<file path="src/design/shjm_pkg.sv">
// Package for the sample histogram and jitter monitor.
// Holds the widths, codes and transaction types shared by every module.
// Depends on nothing.
`timescale 1ns / 1ps
`default_nettype none

package shjm_pkg;

    localparam int SAMPLE_BITS = 12;
    localparam int COUNT_BITS  = 16;
    localparam int STAMP_BITS  = 32;
    localparam int TALLY_BITS  = 16;
    localparam int BIN_TOTAL   = 1 << SAMPLE_BITS;
    localparam int QUEUE_DEPTH = 4;
    localparam int QPTR_BITS   = $clog2(QUEUE_DEPTH);
    localparam int APB_ADDR_BITS = 3;
    localparam int APB_DATA_BITS = 32;

    localparam logic [COUNT_BITS-1:0]  COUNT_MAX   = '1;
    localparam logic [TALLY_BITS-1:0]  LIMIT_RESET = TALLY_BITS'(1000);
    localparam logic [SAMPLE_BITS-1:0] LOW_RESET   = '1;
    localparam logic [STAMP_BITS-1:0]  MIN_RESET   = '1;

    typedef enum logic {
        OP_SAMPLE = 1'b0,
        OP_READ   = 1'b1
    } op_t;

    typedef enum logic {
        REG_CAPTURE_LIMIT = 1'b0,
        REG_UNUSED        = 1'b1
    } reg_index_t;

    typedef struct packed {
        op_t                    op;
        logic [SAMPLE_BITS-1:0] bin;
        logic [STAMP_BITS-1:0]  stamp;
    } item_t;

endpackage

`default_nettype wire

</file>
<file path="src/design/shjm_front.sv">
// Front end: accepts input transactions, classifies them and queues them.
// Uses shjm_pkg; feeds shjm_back through a short queue.
`timescale 1ns / 1ps
`default_nettype none

module shjm_front (
    input  wire logic                           clk,
    input  wire logic                           rst_n,
    input  wire logic                           in_valid,
    output logic                                in_stall,
    input  wire logic                           operation,
    input  wire logic [shjm_pkg::SAMPLE_BITS-1:0] sample,
    input  wire logic [shjm_pkg::STAMP_BITS-1:0]  timestamp,
    input  wire logic [shjm_pkg::SAMPLE_BITS-1:0] bin_index,
    input  wire logic                           clearing,
    output logic                                q_valid,
    output shjm_pkg::item_t                     q_item,
    input  wire logic                           q_pop
);
    import shjm_pkg::*;

    item_t                 q_mem [QUEUE_DEPTH];
    logic [QPTR_BITS-1:0]  wr_ptr_reg;
    logic [QPTR_BITS-1:0]  wr_ptr_next;
    logic [QPTR_BITS-1:0]  rd_ptr_reg;
    logic [QPTR_BITS-1:0]  rd_ptr_next;
    logic [QPTR_BITS:0]    fill_reg;
    logic [QPTR_BITS:0]    fill_next;
    logic                  push;
    item_t                 new_item;

    always_comb
    begin
        new_item.op    = op_t'(operation);
        new_item.stamp = timestamp;
        if (op_t'(operation) == OP_READ)
        begin
            new_item.bin = bin_index;
        end
        else
        begin
            new_item.bin = sample;
        end
    end

    assign in_stall = clearing || (fill_reg == (QPTR_BITS+1)'(QUEUE_DEPTH));
    assign push     = in_valid && !in_stall;
    assign q_valid  = (fill_reg != '0);
    assign q_item   = q_mem[rd_ptr_reg];

    always_comb
    begin
        wr_ptr_next = push  ? wr_ptr_reg + 1'b1 : wr_ptr_reg;
        rd_ptr_next = q_pop ? rd_ptr_reg + 1'b1 : rd_ptr_reg;
        fill_next   = fill_reg + (QPTR_BITS+1)'(push) - (QPTR_BITS+1)'(q_pop);
    end

    always_ff @(posedge clk or negedge rst_n)
    begin
        if (!rst_n)
        begin
            wr_ptr_reg <= '0;
            rd_ptr_reg <= '0;
            fill_reg   <= '0;
        end
        else
        begin
            wr_ptr_reg <= wr_ptr_next;
            rd_ptr_reg <= rd_ptr_next;
            fill_reg   <= fill_next;
        end
    end

    always_ff @(posedge clk)
    begin
        if (push)
        begin
            q_mem[wr_ptr_reg] <= new_item;
        end
    end

endmodule

`default_nettype wire

</file>
<file path="config.mk">
export PLATFORM = sky130hd
export DESIGN_NAME = shjm_front
export DESIGN_NICKNAME = d
export VERILOG_FILES = /design/src/design/shjm_pkg.sv /design/src/design/shjm_front.sv
export SDC_FILE = /design/constraint.sdc
export NUM_CORES = 1
export LEC_CHECK = 0
export ABC_AREA = 1
export BUFFER_PORTS_ARGS = -buffer_cell sky130_fd_sc_hd__buf_4
export CAP_MARGIN = 30
export CORE_ASPECT_RATIO = 0.7
export CORE_UTILIZATION = 50
export DETAILED_ROUTE_END_ITERATION = 16
export PLACE_DENSITY_LB_ADDON = 0.05
export SYNTH_ARGS = -nofsm -noshare
export SYNTH_HDL_FRONTEND = slang
export SYNTH_SLANG_ARGS = --single-unit
</file>
<file path="constraint.sdc">
create_clock -name clk -period 3.94 [get_ports clk]
set_input_delay 0.788 -clock clk [delete_from_list [all_inputs] [get_ports clk]]
set_output_delay 0.788 -clock clk [all_outputs]
set_load 0.02 [all_outputs]
</file>
==> impl_metrics.toml <==
[outcome]
status = "finished clean"

[power_and_ir_drop]
p_leak_nw = 3.71
ir_drop_mv = 0.363
p_per_area_nw_per_um2 = 722

[layout]
final_area_sq_um = 9220
fin_cells = 902
final_common_cell = "edfxtp_1"
area_delta_synth_final_pct = 19.4
drive_above_1_share_pct = 24.6
nNetsFinal = 763
layout_common_cells = "edfxtp_1, buf_4, inv_1, nand2_1, a21oi_1"
fin_util_pct = 61.8
antenna_cells = 0
largest_register_ff_count = 180

[clock_tree]
clock_path_buffers = 2
clkLatencyLatePin_ns = 0.42
tritoncts = "yes"
cts.sinks = 187
clockRootBuffer = "clkbuf_16"
cts-hold-fix-buffers = 0
ctsHtreeMaxLevel = 4
post-cts-setup-buffers = 0
cts-resized-gates = 0
clk_pin_slew_ns = 0.07
cts-buffers-inserted = 17

[critical_path]
cp-end-kind = "output pin"
cpPeakStageDelay_ns = 0.79
crit_slowest_cell = "dfrtp_4"
critPathLaunch = "rd_ptr_reg[0]"
r2r-start = "fill_reg[1]"
crit_path_start_kind = "register"
cp_max_fo = 55
worstPathArrival_ns = 2.26
cp.required_ns = 3.15
r2r_slack_ns = 1.67
crit_top_cell = "buf_4"
worstPathCellList = "buf_4 -> a21oi_1 -> o21ai_1 -> nand2_1 -> buf_4"
crit_type = "reg2out"

[synth]
yosysUniqueCellTypes = 26
synth_area_sq_um = 7720
ys_seq_area_share_pct = 72.3
syn_avg_cell_area_sq_um = 13.1
synth_warnings = 0
syn_inst = 588
synth_top_area_share_pct = 70.0
yosys_register_bits = 187
synth_top_cell_by_area = "edfxtp_1"
synthTopCellsByArea = "edfxtp_1, inv_1, nand2_1"
syn-num-nets = 657

[floorplan]
die-area_sq_um = 16000
initial_core_util_pct = 51.8
io_pins = 109
coreArea_sq_um = 14900
row_count = 37
die_w_um = 151
die_h_um = 106

[route]
vias = 4505
drc = 0
wl_per_cell_um = 15.7
wirelength_um = 14200
final_antenna_net_count = 0
dr.pass1.iters = 5
drt_iter0_markers = 284
viasPerCell = 4.99

[placement]
routabilityCongestion = 0.790
dpl.cell_count = 869
post-dp-hpwl_um = 8450
place_area_sq_um = 8630
portBuffers = 108

[sta]
report.final.slew_viol_count = 0
period_needed_ns = 3.05
hold_violations = 0
rsz0062_at_grt = "false"
slew_headroom_pct = 50.9
setup_viol = 0
fmax_ghz = 0.328
final.setup.tns_ns = 0
finalCritPeriodShare_pct = 77.4
fin_skew_ns = 0.00981
worstMarginPinSlew_ns = 0.737

[grt]
overflow = 0
grt_pass1_wl_um = 22300
grt_usage_pct = 19.0
grt_max_degree = 92
antenna_found_initial = 0
grt_pass1_vias = 4280

[run]
drv_cap = 0

[worst_hold_path]
hold_class = "in2async"
==> critical path, delay by kind of cell (launching register included) <==
kind / cells / cell delay (ns)
compound gates: 2 / 0.25
buf+inv: 2 / 0.69
flops: 1 / 0.79
simple gates: 1 / 0.06
==> metrics by stage <==
stage | setup WS [ns] | hold slack [ns] | power, mW
2_1_floorplan | 0.553 | 0.479 | 4.30
3_3_place_gp | 1.28 | 0.490 | 5.02
3_5_place_dp | 1.28 | 0.499 | 5.06
4_1_cts | 0.846 | 0.155 | 6.68
5_1_grt | 0.681 | 0.151 | 7.04
6_report | 0.891 | 0.164 | 6.65
==> final timing paths <==
check,depth (start not counted),endpoint
max in group asynchronous,1,rd_ptr_reg[1]
max reg2reg,5,q_mem[1][44]
min reg2reg,1,fill_reg[0]
min in group clk,1,fill_reg[0]
min,1,wr_ptr_reg[0]
max,5,q_item[31]
==> routing by layer <==
| layer | up-vias | track usage (%) | routed length, um |
|---|---|---|---|
| met5 | - | 0 | 0 |
| met1 | 2133 | 27.3 | 7000 |
| met4 | 0 | 6.71 | 159 |
| met2 | 113 | 28.5 | 6260 |
| li1 | 2245 | - | - |
| met3 | 14 | 4.16 | 754 |
==> report_power, final <==
group	switching, mW	internal, mW
clock	0.752	0.888
combinational	1.44	0.923
sequential	0.222	2.43
total	2.41	4.24
==> logic make-up after synthesis <==
family | Yosys count | share of synthesized area [%]
buf+inv | 133 | 8.41
fa+ha+maj | 7 | 1.23
compound gates | 135 | 10.5
flops | 187 | 72.3
simple gates | 112 | 5.67
xor+xnor | 2 | 0.227
mux | 12 | 1.75
==> final cells by class <==
class	instances	area (sq um)
clock buffers	18	429
clock inverters	14	140
fillers	1177	5690
inverters	102	383
multi-input cells	268	1520
flip-flops and latches	187	5590
well taps	195	244
repair buffers	118	911
==> Yosys cell counts <==
| cell | count |
|---|---|
| nor2_1 | 5 |
| buf_4 | 9 |
| buf_2 | 11 |
| fa_1 | 1 |
| inv_1 | 102 |
| edfxtp_1 | 180 |
| clkbuf_4 | 2 |
| o21ai_0 | 2 |
| buf_8 | 5 |
| mux2_2 | 12 |
| o211ai_2 | 4 |
| nand2_2 | 1 |
| o211ai_1 | 41 |
| o21ai_1 | 43 |
| ha_1 | 6 |
| nand4_1 | 2 |
| nand2_1 | 101 |
| buf_12 | 1 |
| xor2_1 | 1 |
| a21oi_1 | 45 |
| or2_2 | 1 |
| xnor2_1 | 1 |
| buf_6 | 3 |
| nand3_1 | 1 |
| dfrtp_1 | 7 |
| nand3_2 | 1 |
Power figures use the tool's default switching activity.
